==> src/rtl/assert_macros.svh <==
// Assertion macros shared by the RTL files that carry checks
`ifndef ASSERT_MACROS_SVH
`define ASSERT_MACROS_SVH

// Condition that must hold at every clock edge outside reset
`define AHT_ASSERT_ALWAYS(lbl, expr, msg) \
    lbl: assert property (@(posedge i_clk) disable iff (!i_rst_n) (expr)) else $error(msg);

// Condition that implies another in the same cycle
`define AHT_ASSERT_IMPL(lbl, ante, cons, msg) \
    lbl: assert property (@(posedge i_clk) disable iff (!i_rst_n) (ante) |-> (cons)) \
        else $error(msg);

// Condition that implies another in the next cycle
`define AHT_ASSERT_NEXT(lbl, ante, cons, msg) \
    lbl: assert property (@(posedge i_clk) disable iff (!i_rst_n) (ante) |=> (cons)) \
        else $error(msg);

`endif

==> src/rtl/aht_pkg.sv <==
// Package for the adaptive heater thermostat: register map, widths and reset values
package aht_pkg;

    localparam int TempW     = 16;
    localparam int SetW      = 11;
    localparam int MarginW   = 7;
    localparam int StepW     = 8;
    localparam int DutyW     = 10;
    localparam int AddrW     = 5;
    localparam int ApbW      = 32;
    localparam int InDataW   = 32;
    localparam int OutDataW  = 40;

    localparam int StallWindowDef = 10;

    localparam logic [SetW-1:0]    TargetRst = 11'd375;
    localparam logic [MarginW-1:0] MarginRst = 7'd10;
    localparam logic               AutoRst   = 1'b0;
    localparam logic [StepW-1:0]   ShortRst  = 8'd10;
    localparam logic [StepW-1:0]   PwmStepRst = 8'd10;
    localparam logic [DutyW-1:0]   PwmStartRst = 10'd512;
    localparam logic [DutyW-1:0]   DutyMax   = 10'd1023;

    // Register indexes (byte address / 4)
    typedef enum logic [2:0] {
        REG_TARGET_TEMP   = 3'd0,
        REG_RUNOUT_MARGIN = 3'd1,
        REG_AUTO_ADJUST   = 3'd2,
        REG_SHORT_LIMIT   = 3'd3,
        REG_PWM_STEP      = 3'd4,
        REG_PWM_START     = 3'd5
    } t_reg_idx;

    // One result item
    typedef struct packed {
        logic             temp_drop_alert;
        logic [SetW-1:0]  setpoint;
        logic [TempW-1:0] average_temp;
        logic [DutyW-1:0] pwm_level;
        logic             heater_on;
    } t_result;

endpackage

==> src/rtl/adaptive_heater_thermostat.sv <==
// Adaptive heater thermostat: sample averaging, stepped setpoint and PWM trimming
//
// One sample pair is taken per clock. A transfer on s_axis is held in an input
// register. In the following cycle one pass of logic evaluates the averaging,
// setpoint refresh, stall count, drop check and overshoot tracking. That pass
// updates the state and loads the result register once the result slot is free.
// A result is then offered on m_axis from that register, and items follow each
// other at one per cycle. Throughput falls only while m_axis is stalled with both
// stages full. The PWM level changes by itself only with auto_adjust set; a write
// of pwm_start loads it unless a sample advances in the same cycle. Configuration
// writes belong to idle periods with no sample in flight.
`include "assert_macros.svh"

module adaptive_heater_thermostat
    import aht_pkg::*;
#(
    parameter int STALL_WINDOW = StallWindowDef
) (
    input  logic                i_clk,
    input  logic                i_rst_n,
    // Sample input
    input  logic                s_axis_tvalid,
    output logic                s_axis_tready,
    input  logic [InDataW-1:0]  s_axis_tdata,   // [15:0] first_temp, [31:16] second_temp
    // Result output
    output logic                m_axis_tvalid,
    input  logic                m_axis_tready,
    output logic [OutDataW-1:0] m_axis_tdata,   // [0] heater_on, [10:1] pwm_level,
                                                // [26:11] average_temp, [37:27] setpoint,
                                                // [38] temp_drop_alert, [39] zero
    // Configuration port
    input  logic                psel,
    input  logic                penable,
    input  logic                pwrite,
    input  logic [AddrW-1:0]    paddr,
    input  logic [ApbW-1:0]     pwdata,
    output logic [ApbW-1:0]     prdata,
    output logic                pready
);

    localparam int CntW = $clog2(STALL_WINDOW + 1);

    // Configuration registers
    logic [SetW-1:0]    r_target;
    logic [MarginW-1:0] r_margin;
    logic               r_auto;
    logic [StepW-1:0]   r_short;
    logic [StepW-1:0]   r_pwm_step;
    logic [DutyW-1:0]   r_pwm_start;

    // Control state
    logic [SetW-1:0]    r_setpoint,  n_setpoint;
    logic               r_sp_valid,  n_sp_valid;
    logic [StepW-1:0]   r_down_step, n_down_step;
    logic               r_runout,    n_runout;
    logic [TempW-1:0]   r_peak,      n_peak;
    logic [CntW-1:0]    r_count,     n_count;
    logic [TempW-1:0]   r_stall_ref, n_stall_ref;
    logic [DutyW-1:0]   r_duty,      n_duty;

    // Pipeline registers
    logic               r_in_valid;
    logic [TempW-1:0]   r_first;
    logic [TempW-1:0]   r_second;
    logic               r_out_valid;
    t_result            r_out, n_out;

    logic               w_wr;
    logic               w_pwm_wr;
    logic [2:0]         w_idx;
    logic               w_advance;

    // Combinational working values
    logic [TempW:0]     w_sum;
    logic [TempW-1:0]   w_avg;
    logic               w_heating;
    logic [TempW:0]     w_step_sum;
    logic [CntW-1:0]    w_count_inc;
    logic [TempW+1:0]   w_drop_lhs;
    logic [DutyW:0]     w_duty_up;
    logic [SetW:0]      w_sp_margin;
    logic               w_alert;

    assign pready = 1'b1;
    assign w_wr     = psel && penable && pwrite;
    assign w_idx    = paddr[AddrW-1:2];
    assign w_pwm_wr = w_wr && (w_idx == REG_PWM_START);

    // Hold the input stage until the result slot is free
    assign w_advance     = r_in_valid && (!r_out_valid || m_axis_tready);
    assign s_axis_tready = !r_in_valid || w_advance;

    assign m_axis_tvalid = r_out_valid;
    assign m_axis_tdata  = {1'b0, r_out};

    // Read back the configuration registers
    always_comb begin
        prdata = '0;
        case (w_idx)
            REG_TARGET_TEMP:   prdata = {{(ApbW-SetW){1'b0}}, r_target};
            REG_RUNOUT_MARGIN: prdata = {{(ApbW-MarginW){1'b0}}, r_margin};
            REG_AUTO_ADJUST:   prdata = {{(ApbW-1){1'b0}}, r_auto};
            REG_SHORT_LIMIT:   prdata = {{(ApbW-StepW){1'b0}}, r_short};
            REG_PWM_STEP:      prdata = {{(ApbW-StepW){1'b0}}, r_pwm_step};
            REG_PWM_START:     prdata = {{(ApbW-DutyW){1'b0}}, r_pwm_start};
            default:           prdata = '0;
        endcase
    end

    // Write the configuration registers
    always_ff @(posedge i_clk) begin
        if (!i_rst_n) begin
            r_target    <= TargetRst;
            r_margin    <= MarginRst;
            r_auto      <= AutoRst;
            r_short     <= ShortRst;
            r_pwm_step  <= PwmStepRst;
            r_pwm_start <= PwmStartRst;
        end else if (w_wr) begin
            case (w_idx)
                REG_TARGET_TEMP:   r_target    <= pwdata[SetW-1:0];
                REG_RUNOUT_MARGIN: r_margin    <= pwdata[MarginW-1:0];
                REG_AUTO_ADJUST:   r_auto      <= pwdata[0];
                REG_SHORT_LIMIT:   r_short     <= pwdata[StepW-1:0];
                REG_PWM_STEP:      r_pwm_step  <= pwdata[StepW-1:0];
                REG_PWM_START:     r_pwm_start <= pwdata[DutyW-1:0];
                default: ;
            endcase
        end
    end

    // Evaluate one sample pair against the held state
    always_comb begin
        w_sum       = {1'b0, r_first} + {1'b0, r_second};
        w_avg       = w_sum[TempW:1];
        w_heating   = (w_avg <= {{(TempW-SetW){1'b0}}, r_setpoint});
        w_step_sum  = {1'b0, w_avg} + {{(TempW+1-StepW){1'b0}}, r_short};
        w_alert     = 1'b0;
        w_count_inc = r_count + 1'b1;

        n_setpoint  = r_setpoint;
        n_sp_valid  = r_sp_valid;
        n_down_step = r_down_step;
        n_runout    = r_runout;
        n_peak      = r_peak;
        n_count     = r_count;
        n_stall_ref = r_stall_ref;
        n_duty      = r_duty;

        // Refresh an invalid setpoint: step towards the target or land on it
        if (!r_sp_valid) begin
            if (w_step_sum <= {{(TempW+1-SetW){1'b0}}, r_target}) begin
                n_setpoint  = w_step_sum[SetW-1:0];
                n_down_step = r_pwm_step;
            end else begin
                n_setpoint  = r_target;
                n_down_step = StepW'(1);
            end
            n_sp_valid = 1'b1;
        end

        w_drop_lhs  = {2'b00, w_avg} + {{(TempW+1-StepW){1'b0}}, r_short, 1'b0};
        w_sp_margin = {1'b0, n_setpoint} + {{(SetW+1-MarginW){1'b0}}, r_margin};

        if (w_heating) begin
            n_runout = 1'b0;
            n_peak   = {{(TempW-SetW){1'b0}}, n_setpoint};
            if (r_count == '0) begin
                n_stall_ref = w_avg;
            end
            n_count = w_count_inc;
            // Nudge the duty when the temperature has not moved over a window
            if (w_count_inc >= CntW'(STALL_WINDOW)) begin
                n_count = '0;
                if ((n_stall_ref == w_avg) && (n_setpoint != r_target) &&
                    (r_duty != DutyMax) && r_auto) begin
                    n_duty = r_duty + 1'b1;
                end
            end
            // Large drop: raise the duty, invalidate the setpoint and flag it
            if (w_drop_lhs < {{(TempW+2-SetW){1'b0}}, n_setpoint}) begin
                w_duty_up = {1'b0, n_duty} + {{(DutyW+1-StepW){1'b0}}, r_pwm_step};
                if (!w_duty_up[DutyW] && r_auto) begin
                    n_duty = w_duty_up[DutyW-1:0];
                end
                n_sp_valid = 1'b0;
                w_alert    = 1'b1;
            end else begin
                w_duty_up = '0;
            end
        end else begin
            w_duty_up = '0;
            // Track the overshoot peak, cut the duty once on the way down
            if (w_avg >= r_peak) begin
                n_peak = w_avg;
            end else if (!r_runout) begin
                n_runout   = 1'b1;
                n_sp_valid = 1'b0;
                if ((r_peak > {{(TempW-SetW-1){1'b0}}, w_sp_margin}) &&
                    (r_duty > {{(DutyW-StepW){1'b0}}, n_down_step}) && r_auto) begin
                    n_duty = r_duty - {{(DutyW-StepW){1'b0}}, n_down_step};
                end
            end
        end

        n_out.heater_on       = w_heating;
        n_out.pwm_level       = n_duty;
        n_out.average_temp    = w_avg;
        n_out.setpoint        = n_setpoint;
        n_out.temp_drop_alert = w_alert;
    end

    // Advance the state and the two register stages
    always_ff @(posedge i_clk) begin
        if (!i_rst_n) begin
            r_setpoint  <= '0;
            r_sp_valid  <= 1'b0;
            r_down_step <= '0;
            r_runout    <= 1'b0;
            r_peak      <= '0;
            r_count     <= '0;
            r_duty      <= PwmStartRst;
            r_in_valid  <= 1'b0;
            r_out_valid <= 1'b0;
        end else begin
            if (w_advance) begin
                r_setpoint  <= n_setpoint;
                r_sp_valid  <= n_sp_valid;
                r_down_step <= n_down_step;
                r_runout    <= n_runout;
                r_peak      <= n_peak;
                r_count     <= n_count;
                r_duty      <= n_duty;
            end else if (w_pwm_wr) begin
                r_duty <= pwdata[DutyW-1:0];
            end
            if (s_axis_tready) begin
                r_in_valid <= s_axis_tvalid;
            end
            if (w_advance) begin
                r_out_valid <= 1'b1;
            end else if (m_axis_tready) begin
                r_out_valid <= 1'b0;
            end
        end
    end

    // Payload registers without reset
    always_ff @(posedge i_clk) begin
        if (s_axis_tvalid && s_axis_tready) begin
            r_first  <= s_axis_tdata[TempW-1:0];
            r_second <= s_axis_tdata[2*TempW-1:TempW];
        end
        if (w_advance) begin
            r_stall_ref <= n_stall_ref;
            r_out       <= n_out;
        end
    end

    // Checks
    `AHT_ASSERT_ALWAYS(a_count_range, r_count < CntW'(STALL_WINDOW),
        "stall sample count left its window")
    `AHT_ASSERT_IMPL(a_alert_heating, r_out_valid && r_out.temp_drop_alert,
        r_out.heater_on, "drop alert raised while not heating")
    `AHT_ASSERT_NEXT(a_duty_manual, !r_auto && !w_pwm_wr, r_duty == $past(r_duty),
        "PWM level moved with automatic adjustment off")

endmodule
==> config.mk <==
export PLATFORM = sky130hd
export DESIGN_NAME = adaptive_heater_thermostat
export DESIGN_NICKNAME = d
export VERILOG_FILES = /design/src/rtl/aht_pkg.sv /design/src/rtl/adaptive_heater_thermostat.sv
export VERILOG_INCLUDE_DIRS = /design/src /design/src/rtl
export SDC_FILE = /design/constraint.sdc
export NUM_CORES = 1
export LEC_CHECK = 0
export BUFFER_PORTS_ARGS = -buffer_cell sky130_fd_sc_hd__clkbuf_2
export CAP_MARGIN = 20
export CORE_MARGIN = 10
export CORE_UTILIZATION = 30
export DETAILED_ROUTE_END_ITERATION = 8
export PLACE_DENSITY = 0.47
export SLEW_MARGIN = 15
export SYNTH_ARGS = -nofsm -noshare
export SYNTH_HDL_FRONTEND = slang
export SYNTH_SLANG_ARGS = --single-unit
==> constraint.sdc <==
create_clock -name i_clk -period 8.4 [get_ports i_clk]
set_input_delay 1.68 -clock i_clk [delete_from_list [all_inputs] [get_ports i_clk]]
set_output_delay 1.68 -clock i_clk [all_outputs]
set_load 0.05 [all_outputs]
==> results of run 1 <==
where the power goes:
group | leakage, nW | total, W | switching, W | internal, W
logic | 4.84 | 0.00125 | 0.000708 | 0.000546
registers | 1.60 | 0.00104 | 0.0000357 | 0.00100
clock network | 0.296 | 0.000850 | 0.000378 | 0.000472
total | 6.74 | 0.00314 | 0.00112 | 0.00202
worst paths after layout:
check,from,endpoint,slack [ns],cells after the start
worst min register to register,r_pwm_start[3],r_pwm_start[3],0.46,2
worst max-delay path,r_first[4],m_axis_tdata[3],-0.02,40
worst max register to register,r_first[4],m_axis_tdata[3],-0.02,40
worst min-delay path,r_pwm_start[3],r_pwm_start[3],0.46,2
synth_stat cells (5+ instances only):
cell type and instances:
a221o_1 5, nand2_1 119, mux2i_1 67, or3_1 11
a21oi_1 116, nor4_1 6, and2_1 9, xor2_1 24
nand2b_1 14, nand3_1 27, or4_1 5, clkbuf_1 48
o21ai_0 50, a211o_1 5, buf_2 7, dfxtp_1 98
xnor2_1 63, nor2b_1 13, nor3b_1 10, ha_1 121
nor3_1 23, o21bai_1 7, inv_1 107, fa_1 6
a211oi_1 33, nand4_1 23, buf_4 24, mux2_2 7
a31oi_1 7, a21o_1 27, nor2_1 118, edfxtp_1 87
o21a_1 16, o211ai_1 20, o22ai_1 12, o211a_1 5
cell type report:
| type | instances | area, sq um |
|---|---|---|
| clock inverters | 10 | 115 |
| repair buffers | 273 | 1810 |
| flip-flops and latches | 185 | 4570 |
| multi-input cells | 1083 | 8280 |
| well taps | 585 | 732 |
| inverters | 108 | 407 |
| clock buffers | 22 | 485 |
| fillers | 4496 | 26800 |
flip-flops by register name, indices dropped and copies added (netlist names), 4 cells and up:
name / flops
m_axis_tdata: 39
r_count: 4
r_down_step: 8
r_duty: 10
r_first: 16
r_margin: 7
r_peak: 16
r_pwm_start: 10
r_pwm_step: 8
r_second: 16
r_setpoint: 11
r_short: 8
r_stall_ref: 16
r_target: 11
metrics by stage:
step | cell area [sq um] | total power [W] | utilization, % | hold slack, ns
2_1_floorplan | 13300 | 0.00181 | - | 0.433
3_3_place_gp | 15200 | 0.00221 | 35.2 | 0.442
3_5_place_dp | 15200 | 0.00222 | 35.2 | 0.449
4_1_cts | 16200 | 0.00314 | 37.5 | 0.460
5_1_grt | 16400 | 0.00333 | 38.0 | 0.473
6_report | 16400 | 0.00314 | 38.0 | 0.458
what timing repair did:
action / 4_1_cts / 5_1_grt
gates cloned: 1 / 0
pin swaps: 35 / 45
setup endpoints to repair: 20 / 20
endpoints found under the hold margin: 0 / 0
setup buffers: 16 / 5
resized for setup: 46 / 32
worst max-delay path, delay by kind of cell, from the launching register on:
family / cells / cell delay [ns]
AO/OA/AOI/OAI: 16 / 2.99
XOR/XNOR: 2 / 0.35
adder cells (fa/ha/maj): 6 / 1.85
buffers and inverters: 4 / 0.60
flip-flops: 1 / 0.37
multiplexers: 1 / 0.32
AND/OR/NAND/NOR: 11 / 1.72
routing by layer:
layer / up-vias / wire length, um / track usage (%)
met3: 24 / 1830 / 2.53
met5: - / 0 / 0
li1: 5632 / - / -
met4: 0 / 463 / 3.56
met1: 5405 / 20700 / 22.0
met2: 259 / 20500 / 27.4
kinds of logic (layout without fill, tap and decap cells):
family,after synthesis,count (layout),share of synthesized area (%)
other cells,2,23,0.0572
buf+inv,192,413,6.30
fa+ha+maj,127,127,12.5
flops,185,185,34.9
simple gates,405,406,15.2
xor+xnor,91,91,6.50
compound gates,358,358,18.2
mux,78,78,6.40
==> out/metrics.csv, run 1 <==
metric,value,unit
outcome,"finished, violations left",
failing checks,setup timing,
port bufs,104,
WP data required,8.61,ns
total gr overflow,0,
crit path max fanout,4,
min Tclk post-route,8.42,ns
root buf cell,clkbuf_16,
Non-Filler Instances,2266,
asr flop ratio synth,0,%
antenna violations before repair,0,
clk_skew,0.0213,ns
area delta synth->final,25.1,%
largest net degree at the start of global routing,68,
Core Box Area,43200,sq um
ranking of synthesized cells by area,"edfxtp_1 20%, dfxtp_1 15%, ha_1 12%, mux2i_1 5.1%, a21oi_1 4.4%",
slowest cell on the critical path,or4_4,
first-pass GRT wire length,67400,um
die area,52500,sq um
total of max-cap violations,0,
syn_area_per_cell,9.12,sq um
"most common cell after layout, fill and taps aside",buf_4,
Final setup viols,4,
Post-Route WL,43600,um
clk buf depth,2,
period utilisation layout,100,%
Slew @ Worst Pin,0.977,ns
Final #Nets,1871,
Num CTS Buffers,17,
hold crit path type,reg2reg,
layout cell share with drive strength beyond 1,24.3,%
crit end category,flop,
Synth Instances,1438,
Synth Cell Area,13100,sq um
fin. max-slew vios,0,
top cell type's share of synthesized area,19.9,%
IO Count,151,
Die Y,229,um
Die X,229,um
DRT Pass-1 Iters,5,
drt wl/cell,19.2,um
Final ANT Viol Nets,0,
Rows,76,
CP max stage delay,0.58,ns
aggregate global-route resource usage,16.5,%
slew margin rel.,34.6,%
clock latency on the worst-skew pair,0.47,ns
post-DP HPWL,33800,um
fmax,119,MHz
DR vias,11300,
vias in the first global route,11100,
Synth Register Bits,185,
"area leader, netlist",edfxtp_1,
1st-iter DRT viols,741,
Sinks on Clock Net,185,
pre-CTS setup slack,-0.659,ns
crit path DAT,8.63,ns
hold-fix buffer count after cts,0,
RSZ-0062 raised after global routing,true,
htree depth,4,
Setup TNS,-0.0491,ns
drt drc,0,
"Top FF cell, synth",dfxtp_1,
maximum vdd drop,0.247,mV
Yosys warnings,0,
crit path launch type,flop,
antenna cells,0,
placed cell count,2211,
sequential share of the synthesized area,34.9,%
DR vias/cell,5.00,
final worst setup slack,-0.0202,ns
P per Cell Area,192,nW/um^2
"Reg clk slew, reported paths",0.07,ns
Leak Pwr,6.74,nW
library cells used by synthesis,91,
gpl congestion,0.865,
"commonest cells after routing, fill and taps aside","165 x buf_4, 115 x nand2_1, 115 x nor2_1, 108 x ha_1",
CP Class,reg2reg,
final-report hold violation count,0,
initial core utilization,30.4,%
Post-synth EDFFs,87,
CTS tree,built,
(Power assumes the default switching activity.)
==> run 2: changes to the inputs <==
--- a/config.mk
+++ b/config.mk
@@ -10,6 +10,7 @@
 export CAP_MARGIN = 20
 export CORE_MARGIN = 10
 export CORE_UTILIZATION = 30
+export CTS_BUF_LIST = sky130_fd_sc_hd__clkbuf_4 sky130_fd_sc_hd__clkbuf_8
 export DETAILED_ROUTE_END_ITERATION = 8
 export PLACE_DENSITY = 0.47
 export SLEW_MARGIN = 15
==> constraint.sdc (replaced) <==
create_clock -name i_clk -period 8.4 [get_ports i_clk]
set_input_delay 0.42 -clock i_clk [delete_from_list [all_inputs] [get_ports i_clk]]
set_output_delay 0.42 -clock i_clk [all_outputs]
set_load 0.05 [all_outputs]
==> out/metrics.csv, run 2 (same netlist as run 1, synthesis figures left out) <==
metric,value,unit,change
gpl congestion,0.871,,+0.74%
fmax,119,MHz,+0.56%
R2R cell count,44,,+10%
clk buf depth,2,,unchanged
total of max-cap violations,0,,unchanged
htree depth,4,,unchanged
antenna violations before repair,0,,unchanged
1st-iter DRT viols,764,,+3.1%
Num CTS Buffers,17,,unchanged
Post-Route WL,45000,um,+3.4%
Final #Nets,1890,,+1.0%
crit path max fanout,8,,+4
Leak Pwr,6.76,nW,+0.41%
post-DP HPWL,34400,um,+1.7%
Rows,76,,unchanged
Final setup viols,0,,-4
antenna cells,0,,unchanged
crit path DAT,8.82,ns,+0.19 ns
outcome,completed,,
Seq. cell area,4570,sq um,unchanged
WP data required,8.85,ns,+0.24 ns
total gr overflow,0,,unchanged
maximum vdd drop,0.129,mV,-48%
"commonest cells after routing, fill and taps aside","183 x buf_4, 117 x nor2_1, 116 x nand2_1, 106 x ha_1, 105 x a21oi_1",,
"most common cell after layout, fill and taps aside",buf_4,,
layout cell share with drive strength beyond 1,25.2,%,+0.96 points
RSZ-0062 raised after global routing,true,,
drt wl/cell,19.7,um,+2.5%
Die Y,229,um,unchanged
clk_skew,0.0231,ns,+0.00178 ns
first-pass GRT wire length,69100,um,+2.5%
CP Class,reg2reg,,
initial core utilization,30.4,%,unchanged
hold crit path type,in2reg,,
drt drc,0,,unchanged
crit path launch type,flop,,
Pwr Total,0.00304,W,-3.3%
slew margin rel.,32.4,%,-2.2 points
final-report hold violation count,0,,unchanged
min Tclk post-route,8.37,ns,-0.0467 ns
placed cell count,2209,,-0.090%
DR vias,11500,,+1.7%
P per Cell Area,185,nW/um^2,-3.6%
DR vias/cell,5.04,,+0.81%
clock latency on the worst-skew pair,0.53,ns,+0.06 ns
Critical path origin,r_first[2],,
vias in the first global route,11300,,+1.5%
fillcell total,4443,,-1.2%
Die X,229,um,unchanged
Reg-to-Reg End,r_duty[7],,
CP max stage delay,0.59,ns,about the same
DRT Pass-1 Iters,7,,+2
Final ANT Viol Nets,0,,unchanged
"reg-to-reg slack, setup",0.03,ns,+0.05 ns
Setup crit end,r_duty[7],,
Reg-to-Reg Start,r_first[2],,
"Reg clk slew, reported paths",0.10,ns,+0.03 ns
Setup TNS,0,ns,+0.0491 ns
CTS tree,built,,
die area,52500,sq um,unchanged
IO Count,151,,unchanged
Sinks on Clock Net,185,,unchanged
Slew @ Worst Pin,1.01,ns,+0.0326 ns
slowest cell on the critical path,or4_4,,
crit end category,flop,,
port bufs,104,,unchanged
aggregate global-route resource usage,16.9,%,+0.47 points
root buf cell,clkbuf_8,,
area delta synth->final,25.5,%,
number of flip-flops under the largest register name,39,,unchanged
area of the multi-input gates,8330,sq um,+0.59%
Non-Filler Instances,2285,,+0.84%
period utilisation layout,99.7,%,-0.56 points
Core Box Area,43200,sq um,unchanged
largest net degree at the start of global routing,76,,+12%
fin. max-slew vios,0,,unchanged
run 2: cell types whose count changed in the layout (fill, tap and decap cells not counted), sizes merged:
| cell | before | now |
|---|---|---|
| buf | 169 | 189 |
| clkbuf | 126 | 122 |
| bufinv | 2 | 5 |
| inv | 109 | 112 |
| clkinv | 6 | 4 |
| nand2 | 121 | 120 |
run 2: power breakdown:
part | internal (W) | switching (W) | leakage [nW]
Sequential | 0.00100 | 0.0000359 | 1.60
Combinational | 0.000559 | 0.000720 | 4.93
Clock | 0.000359 | 0.000365 | 0.232
Total | 0.00192 | 0.00112 | 6.76
run 2: layout make-up:
cell class / count / share of cell area (%)
Inverter: 108 / 2.49
Timing Repair Buffer: 293 / 11.9
Sequential cell: 185 / 27.8
Clock inverter: 14 / 1.31
Tap cell: 585 / 4.45
Multi-Input combinational cell: 1082 / 50.6
Clock buffer: 18 / 1.47
run 2: worst min-delay path by stage:
stage	start	endpoint	slack, ns	cells after the start
final	s_axis_tdata[10]	r_first[10]	0.07	1
after global routing	s_axis_tdata[27]	r_second[11]	0.03	1
after CTS	s_axis_tdata[29]	r_second[13]	0.03	1
after detailed placement	r_pwm_start[4]	r_pwm_start[4]	0.45	2
after global placement	r_pwm_start[4]	r_pwm_start[4]	0.44	2
after floorplan	r_pwm_start[4]	r_pwm_start[4]	0.43	2
run 2: per-stage QoR:
step           setup WS, ns  util [%]  hold WS, ns  cell area [sq um]
6_report             0.0265      38.1       0.0670              16500
5_1_grt              -0.394      38.1       0.0269              16500
4_1_cts             -0.0969      37.5       0.0266              16200
3_5_place_dp         -0.459      35.2        0.445              15200
3_3_place_gp         -0.281      35.2        0.442              15200
2_1_floorplan        0.0118         -        0.433              13300
run 2: metal layers:
layer / GRT usage (%) / share of wire, %
met1: 22.6 / 47
met2: 27.8 / 47
met3: 2.88 / 4.5
met4: 4.20 / 1.6
met5: 0 / 0
run 2: repair_timing:
action,4_1_cts,5_1_grt
buffers inserted,41,9
pin swaps,41,43
resized for setup,41,39
hold buffers,0,0
hold endpoints to repair,0,0
endpoints found under the setup margin,20,21
run 2: worst max-delay path, delay by kind of cell, from the launching register on:
kind	cells	cell delay, ns
muxes	1	0.14
adders and majority gates	5	1.55
AOI/OAI and AO/OA	17	2.65
and+or+nand+nor	10	1.94
xor gates and xnor gates	3	0.40
DFF	1	0.42
buffers and inverters	8	1.16
